[src/hdl/asb_pkg.sv]
// Shared constants, segment glyph table and rewiring function for the
// ASCII seven-segment shift buffer. No dependencies.
`default_nettype none

package asb_pkg;

  localparam int unsigned SEG_W    = 8;
  localparam int unsigned CODE_W   = 8;
  localparam int unsigned ORDER_W  = 32;
  localparam int unsigned OUT_DIGS = 4;
  localparam int unsigned TAB_W    = 3;

  localparam logic [ORDER_W-1:0] ORDER_RESET = 32'h7654_3210;

  localparam logic REQ_CHAR  = 1'b0;
  localparam logic REQ_CLEAR = 1'b1;

  localparam logic [CODE_W-1:0] CODE_TAB        = 8'd9;
  localparam logic [CODE_W-1:0] CODE_NEWLINE    = 8'd10;
  localparam logic [CODE_W-1:0] CODE_PERIOD     = 8'd46;
  localparam logic [CODE_W-1:0] FIRST_PRINTABLE = 8'd32;
  localparam logic [CODE_W-1:0] LAST_PRINTABLE  = 8'd126;

  localparam logic [TAB_W-1:0] TAB_STOP = 3'd4;

  localparam int unsigned GLYPH_N = 95;

  // Segments a..g, dp from bit 7 down to bit 0
  localparam logic [SEG_W-1:0] GLYPH_TABLE [GLYPH_N] = '{
    8'h00, 8'h41, 8'h44, 8'h00, 8'h00, 8'h00, 8'h00, 8'h04,
    8'h9c, 8'hf0, 8'h00, 8'h00, 8'h08, 8'h02, 8'h01, 8'h4a,
    8'hfc, 8'h60, 8'hda, 8'hf2, 8'h66, 8'hb6, 8'hbe, 8'he0,
    8'hfe, 8'hf6, 8'h00, 8'h00, 8'h86, 8'h12, 8'hc2, 8'hca,
    8'h00, 8'hee, 8'hfe, 8'h9c, 8'h7a, 8'h9e, 8'h8e, 8'hbe,
    8'h6e, 8'h0c, 8'h78, 8'h9c, 8'h1c, 8'h00, 8'hec, 8'hfc,
    8'hce, 8'he6, 8'h0a, 8'hb6, 8'he0, 8'h7c, 8'h7c, 8'h00,
    8'h6e, 8'h76, 8'hda, 8'h9c, 8'h26, 8'hf0, 8'hc4, 8'h10,
    8'h04, 8'hee, 8'h3e, 8'h1a, 8'h7a, 8'hde, 8'h8e, 8'hf6,
    8'h2e, 8'h08, 8'h78, 8'h1a, 8'h0c, 8'h00, 8'h2a, 8'h3a,
    8'hce, 8'he6, 8'h0a, 8'hb6, 8'h62, 8'h38, 8'h38, 8'h00,
    8'h6e, 8'h76, 8'hda, 8'h9c, 8'h0c, 8'hf0, 8'h80
  };

  // Blank for anything outside the printable range
  function automatic logic [SEG_W-1:0] glyph(input logic [CODE_W-1:0] code);
    logic [CODE_W-1:0] offs;
    offs = code - FIRST_PRINTABLE;
    if (code >= FIRST_PRINTABLE && code <= LAST_PRINTABLE) begin
      return GLYPH_TABLE[offs[6:0]];
    end
    return '0;
  endfunction

  // Nibble j of order drives output bit 7-j; values 8..15 leave it off
  function automatic logic [SEG_W-1:0] rewire(input logic [SEG_W-1:0] pattern,
                                              input logic [ORDER_W-1:0] order);
    logic [SEG_W-1:0] res;
    logic [3:0]       sel;
    res = '0;
    for (int j = 0; j < 8; j++) begin
      sel = order[4*j +: 4];
      if (!sel[3] && pattern[~sel[2:0]]) begin
        res[3'(7 - j)] = 1'b1;
      end
    end
    return res;
  endfunction

endpackage

`default_nettype wire

[src/hdl/asb_if.sv]
// Channel interfaces for the ASCII seven-segment shift buffer: character
// input, digit output and segment order write. Depends on asb_pkg.
`default_nettype none

interface asb_in_if;
  logic                         valid;
  logic                         ready;
  logic                         req_type;
  logic [asb_pkg::CODE_W-1:0]   char_code;

  modport source (output valid, req_type, char_code, input ready);
  modport sink   (input valid, req_type, char_code, output ready);
endinterface

interface asb_out_if;
  logic                         valid;
  logic                         ready;
  logic [asb_pkg::SEG_W-1:0]    digit_oldest;
  logic [asb_pkg::SEG_W-1:0]    digit_second;
  logic [asb_pkg::SEG_W-1:0]    digit_third;
  logic [asb_pkg::SEG_W-1:0]    digit_newest;

  modport source (output valid, digit_oldest, digit_second, digit_third, digit_newest,
                  input ready);
  modport sink   (input valid, digit_oldest, digit_second, digit_third, digit_newest,
                  output ready);
endinterface

interface asb_cfg_if;
  logic                         valid;
  logic                         ready;
  logic [asb_pkg::ORDER_W-1:0]  segment_order;

  modport source (output valid, segment_order, input ready);
  modport sink   (input valid, segment_order, output ready);
endinterface

`default_nettype wire

[src/hdl/ascii_seven_segment_shift_buffer_top.sv]
// Top level of the ASCII seven-segment shift buffer: input register, one
// pass of decode/shift logic, digit store acting as the result register.
// Depends on asb_pkg and the channel interfaces in asb_if.sv.
//
// Path: an accepted transfer is held in the input register, then moves into the digit store, which presents it.
// Throughput: one character per cycle; the input register and the digit store
// with its valid flag form a two-deep pipeline that stalls only on output ready.
// Reset: asynchronous, active low; clears the digit store, column, content flag,
// segment order (to 0x76543210) and both valid flags. No clearing pass.
`default_nettype none

module ascii_seven_segment_shift_buffer_top #(
  parameter int unsigned DIGIT_COUNT = 4
) (
  input  wire         clk_i,
  input  wire         rst_ni,
  asb_cfg_if.sink     cfg_i,
  asb_in_if.sink      in_i,
  asb_out_if.source   out_o
);

  localparam int unsigned SEG_W = asb_pkg::SEG_W;

  // ------------------------------------------------------------------
  // Configuration: always ready; not enforced by the block, the user must ensure writes only happen while idle
  // ------------------------------------------------------------------
  logic [asb_pkg::ORDER_W-1:0] order_q;

  assign cfg_i.ready = 1'b1;

  always_ff @(posedge clk_i or negedge rst_ni) begin
    if (!rst_ni) begin
      order_q <= asb_pkg::ORDER_RESET;
    end else if (cfg_i.valid) begin
      order_q <= cfg_i.segment_order;
    end
  end

  // ------------------------------------------------------------------
  // Input register
  // ------------------------------------------------------------------
  logic                        s1_valid_q;
  logic                        s1_req_q;
  logic [asb_pkg::CODE_W-1:0]  s1_code_q;
  logic                        out_valid_q;
  logic                        advance;
  logic                        in_xfer;

  // Advance the held item into the store whenever the result slot is free
  // or is being drained this cycle.
  assign advance   = s1_valid_q && (!out_valid_q || out_o.ready);
  assign in_i.ready = !s1_valid_q || advance;
  assign in_xfer    = in_i.valid && in_i.ready;

  always_ff @(posedge clk_i or negedge rst_ni) begin
    if (!rst_ni) begin
      s1_valid_q <= 1'b0;
    end else if (in_i.ready) begin
      s1_valid_q <= in_i.valid;
    end
  end

  // Payload needs no reset
  always_ff @(posedge clk_i) begin
    if (in_xfer) begin
      s1_req_q  <= in_i.req_type;
      s1_code_q <= in_i.char_code;
    end
  end

  // ------------------------------------------------------------------
  // Decode and shift: one pass over the held item
  // ------------------------------------------------------------------
  logic [SEG_W-1:0]        digit_q [DIGIT_COUNT];
  logic [SEG_W-1:0]        digit_d [DIGIT_COUNT];
  logic [1:0]              col_q, col_d;
  logic                    lhc_q, lhc_d;

  logic [SEG_W-1:0]        char_pat;
  logic [SEG_W-1:0]        dp_pat;
  logic [SEG_W-1:0]        newest;
  logic [asb_pkg::TAB_W-1:0] tab_cnt;
  logic                    merge_dp;
  logic [SEG_W-1:0]        push_pat;

  assign char_pat = asb_pkg::rewire(asb_pkg::glyph(s1_code_q), order_q);
  assign dp_pat   = asb_pkg::rewire(asb_pkg::glyph(asb_pkg::CODE_PERIOD), order_q);
  assign newest   = digit_q[DIGIT_COUNT-1];
  assign tab_cnt  = asb_pkg::TAB_STOP - {1'b0, col_q};

  // Fold a period into the newest digit only when the line has content and
  // the dp bits are not all lit there already; with no dp wiring it never merges.
  assign merge_dp = lhc_q && ((newest & dp_pat) != dp_pat);
  // Any other code, period included, pushes its wired pattern (blank if
  // unprintable)
  assign push_pat = char_pat;

  always_comb begin
    for (int i = 0; i < DIGIT_COUNT; i++) begin
      digit_d[i] = digit_q[i];
    end
    col_d = col_q;
    lhc_d = lhc_q;

    if (s1_req_q == asb_pkg::REQ_CLEAR) begin
      // Drop everything
      for (int i = 0; i < DIGIT_COUNT; i++) begin
        digit_d[i] = '0;
      end
      col_d = '0;
      lhc_d = 1'b0;
    end else if (s1_code_q == asb_pkg::CODE_TAB) begin
      // Shift in blanks up to the next tab stop
      for (int i = 0; i < DIGIT_COUNT; i++) begin
        digit_d[i] = '0;
        for (int k = 1; k <= 4; k++) begin
          if ((i + k < DIGIT_COUNT) && (tab_cnt == asb_pkg::TAB_W'(k))) begin
            digit_d[i] = digit_q[i + k];
          end
        end
      end
      col_d = '0;
      lhc_d = 1'b1;
    end else if (s1_code_q == asb_pkg::CODE_NEWLINE) begin
      col_d = '0;
      lhc_d = 1'b0;
    end else if ((s1_code_q == asb_pkg::CODE_PERIOD) && merge_dp) begin
      digit_d[DIGIT_COUNT-1] = newest | dp_pat;
    end else begin
      // Shift one digit in at the newest end
      for (int i = 0; i < DIGIT_COUNT - 1; i++) begin
        digit_d[i] = digit_q[i + 1];
      end
      digit_d[DIGIT_COUNT-1] = push_pat;
      col_d = col_q + 2'd1;
      lhc_d = 1'b1;
    end
  end

  // ------------------------------------------------------------------
  // Digit store doubles as the result register
  // ------------------------------------------------------------------
  always_ff @(posedge clk_i or negedge rst_ni) begin
    if (!rst_ni) begin
      for (int i = 0; i < DIGIT_COUNT; i++) begin
        digit_q[i] <= '0;
      end
      col_q <= '0;
      lhc_q <= 1'b0;
    end else if (advance) begin
      for (int i = 0; i < DIGIT_COUNT; i++) begin
        digit_q[i] <= digit_d[i];
      end
      col_q <= col_d;
      lhc_q <= lhc_d;
    end
  end

  always_ff @(posedge clk_i or negedge rst_ni) begin
    if (!rst_ni) begin
      out_valid_q <= 1'b0;
    end else if (advance) begin
      out_valid_q <= 1'b1;
    end else if (out_o.ready) begin
      out_valid_q <= 1'b0;
    end
  end

  // Show the four newest digits; slots beyond a short store read blank
  logic [SEG_W-1:0] shown [asb_pkg::OUT_DIGS];

  always_comb begin
    for (int k = 0; k < asb_pkg::OUT_DIGS; k++) begin
      shown[k] = '0;
      if (int'(DIGIT_COUNT) - int'(asb_pkg::OUT_DIGS) + k >= 0) begin
        shown[k] = digit_q[int'(DIGIT_COUNT) - int'(asb_pkg::OUT_DIGS) + k];
      end
    end
  end

  assign out_o.valid        = out_valid_q;
  assign out_o.digit_oldest = shown[0];
  assign out_o.digit_second = shown[1];
  assign out_o.digit_third  = shown[2];
  assign out_o.digit_newest = shown[3];

  // ------------------------------------------------------------------
  // Assertions
  // ------------------------------------------------------------------
`ifndef SYNTH
  // A held item is never dropped while the result side stalls
  a_hold_item: assert property (@(posedge clk_i) disable iff (!rst_ni)
    s1_valid_q && !advance |=> s1_valid_q)
    else $error("held item lost during stall");

  // Line state moves only when an item advances
  a_state_frozen: assert property (@(posedge clk_i) disable iff (!rst_ni)
    !advance |=> $stable(col_q) && $stable(lhc_q) && $stable(digit_q[DIGIT_COUNT-1]))
    else $error("line state changed without an advancing item");

  // A clear leaves a blank newest digit and an empty line
  a_clear: assert property (@(posedge clk_i) disable iff (!rst_ni)
    advance && (s1_req_q == asb_pkg::REQ_CLEAR)
      |=> (digit_q[DIGIT_COUNT-1] == '0) && (col_q == '0) && !lhc_q && out_valid_q)
    else $error("clear did not empty the buffer");

  // Newline resets the column and keeps the digits
  a_newline: assert property (@(posedge clk_i) disable iff (!rst_ni)
    advance && (s1_req_q == asb_pkg::REQ_CHAR) && (s1_code_q == asb_pkg::CODE_NEWLINE)
      |=> (col_q == '0) && !lhc_q && $stable(digit_q[DIGIT_COUNT-1]))
    else $error("newline mishandled");
`endif

endmodule

`default_nettype wire
[src/flat_wrapper.sv]
// flat-port wrapper written by rule: the top's interface ports become plain ports
module ascii_seven_segment_shift_buffer_top_flat 
#(
  parameter int unsigned DIGIT_COUNT = 4
)
  (clk_i, rst_ni, cfg_i_valid, cfg_i_segment_order, cfg_i_ready, in_i_valid, in_i_req_type, in_i_char_code, in_i_ready, out_o_valid, out_o_digit_oldest, out_o_digit_second, out_o_digit_third, out_o_digit_newest, out_o_ready);
  asb_cfg_if cfg_i_i ();
  asb_in_if in_i_i ();
  asb_out_if out_o_i ();
  input  wire clk_i;
  input  wire rst_ni;
  input wire logic [$bits(cfg_i_i.valid)-1:0] cfg_i_valid;
  input wire logic [$bits(cfg_i_i.segment_order)-1:0] cfg_i_segment_order;
  output wire logic [$bits(cfg_i_i.ready)-1:0] cfg_i_ready;
  input wire logic [$bits(in_i_i.valid)-1:0] in_i_valid;
  input wire logic [$bits(in_i_i.req_type)-1:0] in_i_req_type;
  input wire logic [$bits(in_i_i.char_code)-1:0] in_i_char_code;
  output wire logic [$bits(in_i_i.ready)-1:0] in_i_ready;
  output wire logic [$bits(out_o_i.valid)-1:0] out_o_valid;
  output wire logic [$bits(out_o_i.digit_oldest)-1:0] out_o_digit_oldest;
  output wire logic [$bits(out_o_i.digit_second)-1:0] out_o_digit_second;
  output wire logic [$bits(out_o_i.digit_third)-1:0] out_o_digit_third;
  output wire logic [$bits(out_o_i.digit_newest)-1:0] out_o_digit_newest;
  input wire logic [$bits(out_o_i.ready)-1:0] out_o_ready;
  assign cfg_i_i.valid = cfg_i_valid;
  assign cfg_i_i.segment_order = cfg_i_segment_order;
  assign cfg_i_ready = cfg_i_i.ready;
  assign in_i_i.valid = in_i_valid;
  assign in_i_i.req_type = in_i_req_type;
  assign in_i_i.char_code = in_i_char_code;
  assign in_i_ready = in_i_i.ready;
  assign out_o_valid = out_o_i.valid;
  assign out_o_digit_oldest = out_o_i.digit_oldest;
  assign out_o_digit_second = out_o_i.digit_second;
  assign out_o_digit_third = out_o_i.digit_third;
  assign out_o_digit_newest = out_o_i.digit_newest;
  assign out_o_i.ready = out_o_ready;
  ascii_seven_segment_shift_buffer_top #(.DIGIT_COUNT(DIGIT_COUNT)) u_core (.clk_i(clk_i), .rst_ni(rst_ni), .cfg_i(cfg_i_i), .in_i(in_i_i), .out_o(out_o_i));
endmodule
[config.mk]
export PLATFORM = sky130hd
export DESIGN_NAME = ascii_seven_segment_shift_buffer_top_flat
export DESIGN_NICKNAME = d
export VERILOG_FILES = /design/src/hdl/asb_pkg.sv /design/src/hdl/asb_if.sv /design/src/hdl/ascii_seven_segment_shift_buffer_top.sv /design/src/flat_wrapper.sv
export SDC_FILE = /design/constraint.sdc
export NUM_CORES = 1
export LEC_CHECK = 0
export ABC_AREA = 1
export CELL_PAD_IN_SITES_DETAIL_PLACEMENT = 0
export CELL_PAD_IN_SITES_GLOBAL_PLACEMENT = 1
export CORE_MARGIN = 4
export CORE_UTILIZATION = 41
export CTS_CLUSTER_DIAMETER = 60
export DETAILED_ROUTE_END_ITERATION = 8
export DONT_BUFFER_PORTS = 1
export GPL_TIMING_DRIVEN = 0
export PLACE_DENSITY = 0.83
export SLEW_MARGIN = 20
export SYNTH_ARGS = -nofsm -noshare
export SYNTH_HDL_FRONTEND = slang
export SYNTH_SLANG_ARGS = --single-unit
[constraint.sdc]
create_clock -name clk_i -period 2.15 [get_ports clk_i]
set_input_delay 0.3225 -clock clk_i [delete_from_list [all_inputs] [get_ports clk_i]]
set_output_delay 0.3225 -clock clk_i [all_outputs]
set_load 0.05 [all_outputs]
# == Word level (Yosys, flattened, before mapping) ==
# Memory sizes are Yosys's and may differ from the RTL's.
# Cells that the tools add are included.
# word_totals
reg_bits,78
romBits,1056
inputBits,46
out_inout_bits,35
word_cells,114
memories,5
# mem_list
name,depth,word_bits,read_ports,rd_clocked_by_memory_dff,wr,line,source
(no name shown),128,8,1,0,0,asb_pkg.sv:49,return GLYPH_TABLE[offs[6:0]];
(no name shown),8,1,1,0,0,asb_pkg.sv:62,if (!sel[3] && pattern[~sel[2:0]]) begin
(no name shown),8,1,1,0,0,asb_pkg.sv:62,
(no name shown),8,1,1,0,0,asb_pkg.sv:62,
(no name shown),8,1,1,0,0,asb_pkg.sv:62,
# op_classes
add_sub_neg,3
order_cmp,7
n_eq_ne,10
mux,46
bitwise,7
n_reduce_logical,25
# op_table
op,count
$mux W32,3
$mux W8,11
$mux W24,1
$mux W1,23
$eq A8 B4 Y1 const B,2
$lt A3 B4 Y1 const B,4
$logic_and A1 B1 Y1,13
$bmux W1 S3,4
$not A3 Y3,4
$and A8 B4 Y8,1
$eq A8 B6 Y1 const B,1
$ge A8 B6 Y1 const B,1
$ge A8 B8 Y1 const B,1
$le A8 B7 Y1 const B,1
$mux W2,4
$ne A8 B4 Y1,1
$not A7 Y8,1
$or A8 B4 Y8,1
$sub A7 B6 Y7 const B,1
$eq A3 B2 Y1 const B,2
$logic_not A1 Y1,6
$ne A3 B1 Y1 const B,2
$ne A4 B1 Y1 const B,1
$reduce_and A2 Y1,2
6 further kinds,7

# == Longest topological paths before layout ==
# Gate-level depths: netlist of the first run.
# depth
word_depth,15
ltp_mapped,19
mapped_depth_nobuf,19

# == Worst setup path before layout of the first run ==
# No wires, ideal clock.
# synth_timing
path_type,reg2reg
startpoint,register u_core.s1_code_q[1] (netlist bit)
endpoint,register u_core.digit_q (netlist bit u_core.out_o.digit_newest[0])
arrival_ns,1.987
setup_slack_ns,0.046
stages_incl_launch_ff,20
n_path_buf,0
path_cell_list,edfxtp_1 > inv_1 > ha_1 > nand2_1 > inv_1 > nand2_1 > o21ai_0 > inv_1 > nand2_1 > nand2_1 > nand2_1 > nand2_1 > nand2_1 > nor2_1 > nand2_1 > nand2_1 > nand2_1 > nand2_1 > nand2_1 > nand2_1
# synth_between
elab_chain_cells,15
elab_cells_between_ends,25
cone_classes,1 x add/sub; 2 x order compare; 4 x eq/ne; 12 x mux; 1 x bitwise; 4 x reduce/logical; 1 x memory
# synth_lines
item,line,source
start: declaration,ascii_seven_segment_shift_buffer_top.sv:44,logic [asb_pkg::CODE_W-1:0] s1_code_q;
start signal: assignment,ascii_seven_segment_shift_buffer_top.sv:67,s1_code_q <= in_i.char_code;
$sub A7 B6 Y7,asb_pkg.sv:47,offs = code - FIRST_PRINTABLE;
$not A7 Y8 (implied by the code),asb_pkg.sv:49,
$mem_v2 Z128 W8,-,
$mux W8 (implied by the code) (2 in a row),asb_pkg.sv:49,
$mux W8,asb_pkg.sv:48,if (code >= FIRST_PRINTABLE && code <= LAST_PRINTABLE) begin
$mux W8,asb_pkg.sv:51,return '0;
$bmux W1 S3,asb_pkg.sv:62,
$mux W1 (implied by the code),asb_pkg.sv:62,
$logic_and A1 B1 Y1,asb_pkg.sv:62,
$mux W1,asb_pkg.sv:62,
$mux W8,ascii_seven_segment_shift_buffer_top.sv:127,end else if ((s1_code_q == asb_pkg::CODE_PERIOD) && merge_dp) begin
$mux W32,ascii_seven_segment_shift_buffer_top.sv:124,end else if (s1_code_q == asb_pkg::CODE_NEWLINE) begin
$mux W32,ascii_seven_segment_shift_buffer_top.sv:112,end else if (s1_code_q == asb_pkg::CODE_TAB) begin
$mux W32,ascii_seven_segment_shift_buffer_top.sv:105,if (s1_req_q == asb_pkg::REQ_CLEAR) begin
end signal: indexed assignment,ascii_seven_segment_shift_buffer_top.sv:152,digit_q[i] <= digit_d[i];
end: declaration,ascii_seven_segment_shift_buffer_top.sv:74,logic [SEG_W-1:0] digit_q [DIGIT_COUNT];
# Parallel ways exist; a longest one is shown, timed or not. The select of a mux whose other input is x is not followed.
# A chain may end at the register's enable or synchronous reset.

# == Final worst setup path of the first run ==
# Same ends and word-level chain as after synthesis.

==> results by group, run 1 <==
STA
  • FMAX: 0.463 GHz
  • Hold Violations, Final: 0
  • Max-slew violations: 0
  • Final setup vio count: 2
  • Clock skew: 0.0129 ns
  • Final worst slack: -0.00788 ns
  • RSZ-0062 raised after global routing: true
  • Final hold slack: 0.0849 ns
  • Worst Max-Slew Pin Slew: 0.596 ns
  • Fin crit share: 1.00
  • Max transition margin: 0.602
  • Min Tclk post-route: 2.16 ns

Floorplanning
  • Die ar.: 11600 um2
  • Ports: 81
  • Core area: 9730 um2
  • Initial Util: 0.420
  • Die height: 108 um
  • Die width: 108 um
  • Num rows: 36

Clock tree
  • Clk_lat worst skew: 0.32 ns
  • Max clock buf depth: 2
  • CTS tree: done
  • Clock tree sinks: 49
  • Root buffer cell: clkbuf_8
  • CTS buffer count: 5
  • Reg clk slew, reported paths: 0.10 ns
  • Htree depth: 2

Power and ir drop
  • Clock share of power: 0.209
  • NetSw: 1310 uW
  • Internal: 1770 uW
  • Combinational group share of total power: 0.365
  • PD cells: 607 nW/um2
  • Flop pwr share: 0.426
  • Sw Ratio: 0.425
  • Peak VDD IR: 0.336 mV
  • Pleak: 0.00242 uW

Global route
  • First-pass GRT wire length: 19600 um
  • Vias in the first global route: 3857
  • GRT Util Overall: 0.215
  • Congestion Overflow GR: 0
  • Pin count of the biggest net entering global routing: 41
  • Antenna violations before repair: 0

Layout
  • Layout cells sized above 1: 0.283
  • Layout area overhead: 24.0%
  • NumNets Final: 727
  • Final core occ: 0.521
  • Diode count: 0
  • Design area: 5070 um2

Routing
  • DR iter-0 viols: 326
  • DR vias/cell: 5.37
  • Remaining DRCs: 0
  • Routed len/inst: 16.3 um
  • DR vias: 4297
  • Final Routed Wirelength: 13100 um
  • ANT nets after route: 0
  • Drt pass-1 iters: 5

Setup path
  • CP arrival: 2.37 ns
  • Startpoint types: register
  • Reg-to-reg endpoint: u_core.out_o.digit_newest[0]
  • WP buf/inv: 3
  • R2r setup slk: -0.008 ns
  • Family with the most delay on the worst path: simple AND/OR/NAND/NOR gates
  • Crit Path Max Fanout: 7
  • Kind of critical path: reg -> reg
  • CP Cell Sequence: inv_4 -> buf_6 -> ha_4 -> buf_4 -> nand3_1 -> nand2_1 -> nand2_1 -> nand3_1 -> nand2_2 -> nand4_1 -> nand3_1 -> nand2_1 -> nand2_1 -> nand2_1 -> nand2_1 -> nand2_1 -> nand2_1
  • CP max stage delay: 0.46 ns
  • Slowest-stage cell, CP: edfxtp_1
  • Crit-path most repeated cell: nand2_1
  • R2R depth: 17
  • RR Startpoint: u_core.s1_code_q[1]
  • CP Capture Type: register
  • CP required: 2.36 ns

Status
  • Failing checks: setup timing
  • Status: complete, but fails checks

Min path
  • Hold path cells: 0
  • Min-Delay Startpoint: in_i_char_code[1]
  • Worst hold path type: in -> reg
  • WHS Endpoint: u_core.s1_code_q[1]

Placed design
  • PortBufs: 0
  • DP Area: 4270 um2
  • Hpwl dp: 9310 um
  • Placer congestion estimate: 0.946

Run
  • Max-cap violations: 0

Synthesis
  • Yosys warnings: 0
  • Syn avg cell area: 6.58 um2
  • Register area share after synthesis: 0.313
  • Yosys cell types: 40
  • Seq cells post-synth: 49
  • Syn Std Cell Area: 4090 um2
  • Cells after Synth: 621
==> layout by cell type (no fill, tap or decap), drive strengths merged <==
| master | synthesis | final |
|---|---|---|
| a21oi | 12 | 12 |
| a221oi | 4 | 4 |
| a22oi | 1 | 1 |
| a31oi | 1 | 1 |
| and2 | 1 | 1 |
| buf | 29 | 63 |
| clkbuf | 2 | 8 |
| clkinv | 5 | 4 |
| clkinvlp | 0 | 1 |
| conb | 2 | 5 |
| dfrtp | 32 | 32 |
| dfstp | 8 | 8 |
| dlygate4sd3 | 0 | 1 |
| edfxtp | 9 | 9 |
| ha | 15 | 15 |
| inv | 65 | 67 |
| mux2 | 4 | 4 |
| nand2 | 232 | 232 |
| nand3 | 54 | 54 |
| nand3b | 1 | 1 |
| nand4 | 13 | 13 |
| nor2 | 73 | 73 |
| nor3 | 8 | 8 |
| nor4 | 4 | 4 |
| o211ai | 1 | 1 |
| o21ai | 39 | 39 |
| o221ai | 1 | 1 |
| o31ai | 5 | 5 |
==> layer usage <==
metal / wire length [um] / track usage
met4: 202 / 0.0613
met2: 6110 / 0.342
met1: 5740 / 0.290
met3: 1030 / 0.0510
met5: 0 / 0
==> flip-flops by register name, indices dropped and copies added, names as in the netlist <==
signal,cells
u_core.out_o.digit_second,5
u_core.out_o.digit_oldest,5
u_core.out_o.digit_newest,4
u_core.col_q,2
u_core.lhc_q,1
u_core.out_o.valid,1
u_core.s1_valid_q,1
u_core.order_q,16
u_core.s1_code_q,8
u_core.s1_req_q,1
u_core.out_o.digit_third,5
==> logic make-up after synthesis <==
group,after synthesis,synth area share
buf+inv,101,0.123
mux,4,0.0110
fa+ha+maj,15,0.0459
flops,49,0.313
simple gates,386,0.413
compound gates,64,0.0921
other cells,2,0.00184
==> power groups by stage <==
stage               registers, uW  clock network [uW]  logic (uW)
floorplan                    1300                   0         672
global placement             1330                   0         862
detailed placement           1330                   0         863
CTS                          1310                 674         956
global route                 1330                 702        1240
finish                       1310                 644        1120
==> metrics by stage <==
step                total power [uW]  setup WS [ns]  cells  TNS [ns]
floorplan                       1970         0.0455    624         0
global placement                2190         -0.616    757     -7.99
detailed placement              2200         -0.613    757     -7.77
CTS                             2940        -0.0200    777   -0.0200
global route                    3270         -0.199    800     -1.37
finish                          3080       -0.00788    800   -0.0117
==> synthesized netlist by cell type (all sizes together) <==
| master | count | share of area |
|---|---|---|
| nand2 | 232 | 0.22 |
| nor2 | 73 | 0.081 |
| inv | 65 | 0.060 |
| nand3 | 54 | 0.070 |
| o21ai | 39 | 0.051 |
| dfrtp | 32 | 0.20 |
| buf | 29 | 0.057 |
| ha | 15 | 0.046 |
| nand4 | 13 | 0.020 |
| a21oi | 12 | 0.017 |
| edfxtp | 9 | 0.066 |
| dfstp | 8 | 0.051 |
| nor3 | 8 | 0.0098 |
| clkinv | 5 | 0.0049 |
| o31ai | 5 | 0.0092 |
| a221oi | 4 | 0.0086 |
| mux2 | 4 | 0.011 |
| nor4 | 4 | 0.0061 |
| clkbuf | 2 | 0.0018 |
| conb | 2 | 0.0018 |
| a22oi | 1 | 0.0018 |
| a31oi | 1 | 0.0015 |
| and2 | 1 | 0.0018 |
| nand3b | 1 | 0.0018 |
| o211ai | 1 | 0.0018 |
| o221ai | 1 | 0.0021 |
==> how the worst max path moves through the flow <==
stage                             start                            to  cells past startpoint
finish              u_core.s1_code_q[1]  u_core.out_o.digit_newest[0]                     17
global route        u_core.s1_code_q[1]  u_core.out_o.digit_newest[3]                     20
CTS                 u_core.s1_code_q[2]  u_core.out_o.digit_newest[1]                     17
detailed placement  u_core.s1_code_q[1]  u_core.out_o.digit_newest[1]                     19
global placement    u_core.s1_code_q[1]  u_core.out_o.digit_newest[1]                     19
floorplan           u_core.s1_code_q[1]  u_core.out_o.digit_newest[0]                     19
==> what timing repair did <==
action	in CTS	in global routing
resized for setup	38	75
endpoints found under the setup margin	22	19
pin swaps	3	36
gates cloned	0	1
buffers inserted	10	22
hold buffers	2	0
hold endpoints to repair	40	0
==> layout make-up <==
type,count,area (um2)
plain buffers,31,272
clock buffers,6,93.8
clock inverters,2,16.3
fillers,969,4660
inverters,70,273
multi-input cells,474,2630
flip-flops and latches,49,1280
well taps,133,166
repair buffers,35,335
(Power assumes the default switching activity.)
==> run 2: changes to the inputs <==
--- a/config.mk
+++ b/config.mk
@@ -6,15 +6,13 @@
 export NUM_CORES = 1
 export LEC_CHECK = 0
 export ABC_AREA = 1
-export CELL_PAD_IN_SITES_DETAIL_PLACEMENT = 0
-export CELL_PAD_IN_SITES_GLOBAL_PLACEMENT = 1
 export CORE_MARGIN = 4
-export CORE_UTILIZATION = 41
+export CORE_UTILIZATION = 50
 export CTS_CLUSTER_DIAMETER = 60
 export DETAILED_ROUTE_END_ITERATION = 8
 export DONT_BUFFER_PORTS = 1
 export GPL_TIMING_DRIVEN = 0
-export PLACE_DENSITY = 0.83
+export PLACE_DENSITY = 0.65
 export SLEW_MARGIN = 20
 export SYNTH_ARGS = -nofsm -noshare
 export SYNTH_HDL_FRONTEND = slang
==> results by group, run 2 (synthesis results as in run 1) <==
STA
  • FMAX: 0.437 GHz
  • Worst Max-Slew Pin Slew: 0.606 ns
  • Max-slew violations: 0
  • Min Tclk post-route: 2.29 ns
  • Final setup vio count: 7
  • Final hold slack: 0.0963 ns
  • Max transition margin: 0.596
  • Hold Violations, Final: 0
  • Setup TNS: -0.357 ns
  • Fin crit share: 1.06
  • Final worst slack: -0.137 ns
  • Clock skew: 0.0146 ns
  • RSZ-0062 raised after global routing: true

Layout
  • Leading registers by flop count: u_core.order_q x16, u_core.s1_code_q x8
  • Layout cells sized above 1: 0.228
  • Most common cell after layout, fill and taps aside: nand2_1
  • Diode count: 0
  • Most frequent cells in the layout: 206 x nand2_1, 53 x nor2_1, 52 x inv_1, 44 x nand3_1, 31 x dfrtp_1
  • Max FFs per register: 16
  • Final Non-Filler Cells: 752
  • Top reg by flops: u_core.order_q
  • NumNets Final: 710
  • Design area: 4730 um2
  • Layout area overhead: 15.7%

Setup path
  • Crit Path Max Fanout: 6
  • CP Capture Type: register
  • Reg-to-reg endpoint: u_core.out_o.digit_newest[0]
  • Startpoint types: register
  • Slowest-stage cell, CP: edfxtp_1
  • RR Startpoint: u_core.s1_code_q[1]
  • CP arrival: 2.55 ns
  • Crit-path most repeated cell: nand2_1
  • CP required: 2.41 ns
  • CP Cell Sequence: clkinvlp_4 -> buf_8 -> ha_4 -> nand3_4 -> o21ai_4 -> nand2_4 -> nor2_4 -> nand3_1 -> nand2_1 -> clkinv_1 -> nand2_1 -> nand2_1 -> nand2_1 -> nand2_1 -> nand2_1 -> nand2_1 -> nand2_1
  • R2R depth: 17
  • CP max stage delay: 0.47 ns
  • R2r setup slk: -0.14 ns
  • Kind of critical path: reg -> reg

Min path
  • WHS Endpoint: u_core.s1_req_q
  • Worst hold path type: in -> reg
  • Min-Delay Startpoint: in_i_req_type
  • Hold path cells: 0

Routing
  • Routed len/inst: 16.0 um
  • Remaining DRCs: 0
  • Final Routed Wirelength: 12100 um
  • Drt pass-1 iters: 5
  • DR vias/cell: 5.58
  • ANT nets after route: 0
  • DR iter-0 viols: 478
  • DR vias: 4193

Placed design
  • Placer congestion estimate: 1.02
  • Hpwl dp: 8770 um
  • Placed cells: 726
  • PortBufs: 0
  • DP Area: 4230 um2

Global route
  • Congestion Overflow GR: 0
  • Vias in the first global route: 3930
  • Antenna violations before repair: 0
  • First-pass GRT wire length: 19800 um
  • Pin count of the biggest net entering global routing: 41
  • GRT Util Overall: 0.248

Clock tree
  • Clock tree sinks: 49
  • Max clock buf depth: 2
  • Clk_lat worst skew: 0.31 ns
  • Htree depth: 2
  • CTS tree: done
  • Root buffer cell: clkbuf_8
  • Reg clk slew, reported paths: 0.10 ns
  • CTS buffer count: 5

Status
  • Failing checks: setup timing
  • Status: complete, but fails checks

Floorplanning
  • Num rows: 32
  • Initial Util: 0.521
  • Die height: 98.4 um
  • Core area: 7850 um2
  • Die width: 98.4 um
  • Die ar.: 9690 um2
  • Ports: 81

Power and ir drop
  • Peak VDD IR: 0.364 mV
  • Pleak: 0.00228 uW
  • Overall Power: 2890 uW
  • PD cells: 610 nW/um2

Run
  • Max-cap violations: 0
-- run 2: final cells by class --
type	instances	area (um2)
multi-input combinational	474	2520
fill	742	3120
tap	102	128
clock buffer	6	72.6
clock inverter	2	13.8
sequential	49	1280
inverter	70	277
buffer	31	253
timing repair buffer	18	181
-- run 2: what timing repair did --
action / 4_1_cts / 5_1_grt
pin swaps: 11 / 25
endpoints found under the hold margin: 40 / 0
setup endpoints to repair: 22 / 21
setup buffers: 7 / 9
resized for setup: 36 / 41
hold buffers: 2 / 0
-- run 2: how the worst max path moves through the flow --
stage	from	endpoint	slack, ns
3_3_place_gp	u_core.s1_code_q[1]	u_core.out_o.digit_newest[0]	-0.64
5_1_grt	u_core.s1_code_q[1]	u_core.out_o.digit_newest[2]	-0.27
3_5_place_dp	u_core.s1_code_q[1]	u_core.out_o.digit_newest[0]	-0.65
4_1_cts	u_core.s1_code_q[1]	u_core.out_o.digit_newest[0]	-0.05
2_1_floorplan	u_core.s1_code_q[1]	u_core.out_o.digit_newest[0]	0.05
6_report	u_core.s1_code_q[1]	u_core.out_o.digit_newest[0]	-0.14
-- run 2: critical path: cells and delay by family (launching register included) --
family / cells / cell delay, ns
AOI/OAI and AO/OA: 1 / 0.19
DFF: 1 / 0.47
adders and majority gates: 1 / 0.17
and+or+nand+nor: 12 / 0.99
buffers and inverters: 3 / 0.40
-- run 2: power by group --
part           total [uW]  internal (uW)  switching, uW  leakage [uW]
sequential           1310           1060            249      0.000588
combinational        1030            353            676       0.00165
clock                 551            231            320     0.0000417
-- run 2: layer usage --
layer	up-vias	GRT usage	wire, um	part of all wire
met5	-	0	0	0
met4	0	0.0578	223	0.018
met3	27	0.0573	1260	0.10
met2	237	0.384	5380	0.45
met1	1902	0.355	5190	0.43
li1	2027	-	-	-
-- run 2: per-stage QoR --
step,utilization,setup slack (ns)
global route,0.603,-0.275
CTS,0.576,-0.0491
global placement,0.539,-0.636
detailed placement,0.539,-0.645
finish,0.603,-0.137
floorplan,-,0.0455
==> run 3: changes to the inputs <==
--- a/config.mk
+++ b/config.mk
@@ -6,13 +6,15 @@
 export NUM_CORES = 1
 export LEC_CHECK = 0
 export ABC_AREA = 1
+export CELL_PAD_IN_SITES_DETAIL_PLACEMENT = 1
+export CELL_PAD_IN_SITES_GLOBAL_PLACEMENT = 2
 export CORE_MARGIN = 4
-export CORE_UTILIZATION = 50
+export CORE_UTILIZATION = 31
 export CTS_CLUSTER_DIAMETER = 60
 export DETAILED_ROUTE_END_ITERATION = 8
 export DONT_BUFFER_PORTS = 1
 export GPL_TIMING_DRIVEN = 0
-export PLACE_DENSITY = 0.65
+export PLACE_DENSITY = 0.73
 export SLEW_MARGIN = 20
 export SYNTH_ARGS = -nofsm -noshare
 export SYNTH_HDL_FRONTEND = slang
==> results by group, run 3 (synthesis results as in run 1) <==
Status
  • Status: complete, but fails checks
  • Failing checks: setup timing

Setup path
  • Family with the most delay on the worst path: simple AND/OR/NAND/NOR gates
  • CP Cell Sequence: ha_1 -> buf_6 -> clkinvlp_4 -> nand3_1 -> nand2_2 -> nor2_4 -> nand2_4 -> nand2_2 -> nand2_1 -> nor2_2 -> nand2_1 -> nand2_1 -> nand2_2 -> nand2_1 -> nand2_1 -> nand2_1
  • CP arrival: 2.44 ns
  • Crit Path Max Fanout: 9
  • WP buf/inv: 2
  • CP Capture Type: register
  • CP max stage delay: 0.42 ns
  • CP required: 2.39 ns
  • Startpoint types: register
  • Slowest-stage cell, CP: edfxtp_1
  • Crit-path most repeated cell: nand2_1
  • Kind of critical path: reg -> reg

Layout
  • Most common cell after layout, fill and taps aside: nand2_1
  • NumNets Final: 721
  • Most frequent cells in the layout: 194 x nand2_1, 50 x inv_1, 49 x nor2_1, 41 x nand3_1, 35 x buf_4
  • Top reg by flops: u_core.order_q
  • Layout area overhead: 24.0%
  • Max FFs per register: 16
  • Final core occ: 0.397
  • Layout cells sized above 1: 0.275
  • Diode count: 0
  • Leading registers by flop count: u_core.order_q x16, u_core.s1_code_q x8
  • Filler instances: 1633

Power and ir drop
  • Pleak: 0.00239 uW
  • Peak VDD IR: 0.396 mV
  • PD cells: 641 nW/um2

Routing
  • DR vias/cell: 5.03
  • Remaining DRCs: 0
  • Drt pass-1 iters: 5
  • Routed len/inst: 17.4 um
  • ANT nets after route: 0
  • DR vias: 4187
  • DR iter-0 viols: 227
  • Final Routed Wirelength: 14500 um

Clock tree
  • Clock tree sinks: 49
  • CTS tree: done
  • Root buffer cell: clkbuf_16
  • CTS buffer count: 5
  • Reg clk slew, reported paths: 0.07 ns
  • Max clock buf depth: 2
  • Htree depth: 2
  • Clk_lat worst skew: 0.30 ns

STA
  • Max-slew violations: 0
  • RSZ-0062 raised after global routing: true
  • FMAX: 0.456 GHz
  • Final worst slack: -0.0444 ns
  • Final setup vio count: 4
  • Fin crit share: 1.02
  • Hold Violations, Final: 0
  • Worst Max-Slew Pin Slew: 0.612 ns
  • Max transition margin: 0.588
  • Final hold slack: 0.115 ns
  • Clock skew: 0.00607 ns
  • Min Tclk post-route: 2.19 ns

Run
  • Max-cap violations: 0

Floorplanning
  • Die width: 123 um
  • Core area: 12800 um2
  • Num rows: 41
  • Ports: 81
  • Die height: 123 um
  • Die ar.: 15100 um2
  • Initial Util: 0.320

Global route
  • Grt met2 use: 0.324
  • First-pass GRT wire length: 23000 um
  • Congestion Overflow GR: 0
  • GRT Max-Usage Layer: met2
  • M1 GR Usage: 0.268
  • GRT Util Overall: 0.197
  • Vias in the first global route: 4301
  • Antenna violations before repair: 0
  • Pin count of the biggest net entering global routing: 41
  • GRT met3 Usage: 0.0327

Placed design
  • PortBufs: 0
  • Pre-CTS WS: -0.780 ns
  • Placer congestion estimate: 0.928
  • Hpwl dp: 10900 um

Min path
  • Worst hold path type: in -> reg
-- run 3: cell types whose count changed in the layout (fill, tap and decap cells not counted), sizes merged --
cell and change:
buf +12, clkbuf -2, inv +2, clkinvlp -1
-- run 3: final cells by class --
cell class              count  area [um2]  area share
inverters                  70         278      0.0548
flip-flops and latches     49        1280       0.253
multi-input cells         474        2610       0.516
clock buffers               5         125      0.0247
well taps                 172         215      0.0424
plain buffers              31         259      0.0511
repair buffers             29         273      0.0538
clock inverters             3        23.8     0.00469
-- run 3: repair_timing --
action	CTS	global route
endpoints found under the hold margin	40	0
cloned	1	0
setup buffers	22	4
gates resized for setup	72	32
setup endpoints to repair	22	31
hold buffers	2	0
pin swaps	30	27
-- run 3: path summary, 6_finish.rpt --
kind                                          start                           end  slack [ns]  depth (start not counted)
worst max-delay path            u_core.s1_code_q[5]  u_core.out_o.digit_newest[0]       -0.04                         16
worst min-delay path                  in_i_req_type               u_core.s1_req_q        0.11                          0
worst max register to register  u_core.s1_code_q[5]  u_core.out_o.digit_newest[0]       -0.04                         16
worst min register to register    u_core.s1_valid_q            u_core.out_o.valid        0.52                          2
max in group asynchronous                    rst_ni            u_core.order_q[28]        1.35                          2
min in group asynchronous                    rst_ni  u_core.out_o.digit_oldest[6]        0.52                          2
-- run 3: through the flow --
stage,cell area (um2),TNS [ns],cells,total power [uW]
after floorplan,4100,0,624,1970
after global routing,5070,-3.91,833,3470
final,5070,-0.119,833,3250
after CTS,4950,-0.291,829,3240
after global placement,4310,-9.81,796,2230
after detailed placement,4310,-10.31,796,2240
-- run 3: metal layers --
| metal | vias up | wire length (um) |
|---|---|---|
| li1 | 2053 | - |
| met1 | 2026 | 6780 |
| met2 | 92 | 6930 |
| met3 | 16 | 662 |
| met4 | 0 | 166 |
| met5 | - | 0 |
-- run 3: worst register-to-register path: cells and delay by family, from the launching register on --
family	cells	cell delay (ns)
simple gates	13	1.04
flops	1	0.42
buf+inv	2	0.37
fa+ha+maj	1	0.32
-- run 3: report_power, final --
group	internal, uW	switching (uW)	leakage (uW)
combinational	389	725	0.00173
clock	439	391	0.0000747
sequential	1060	250	0.000588
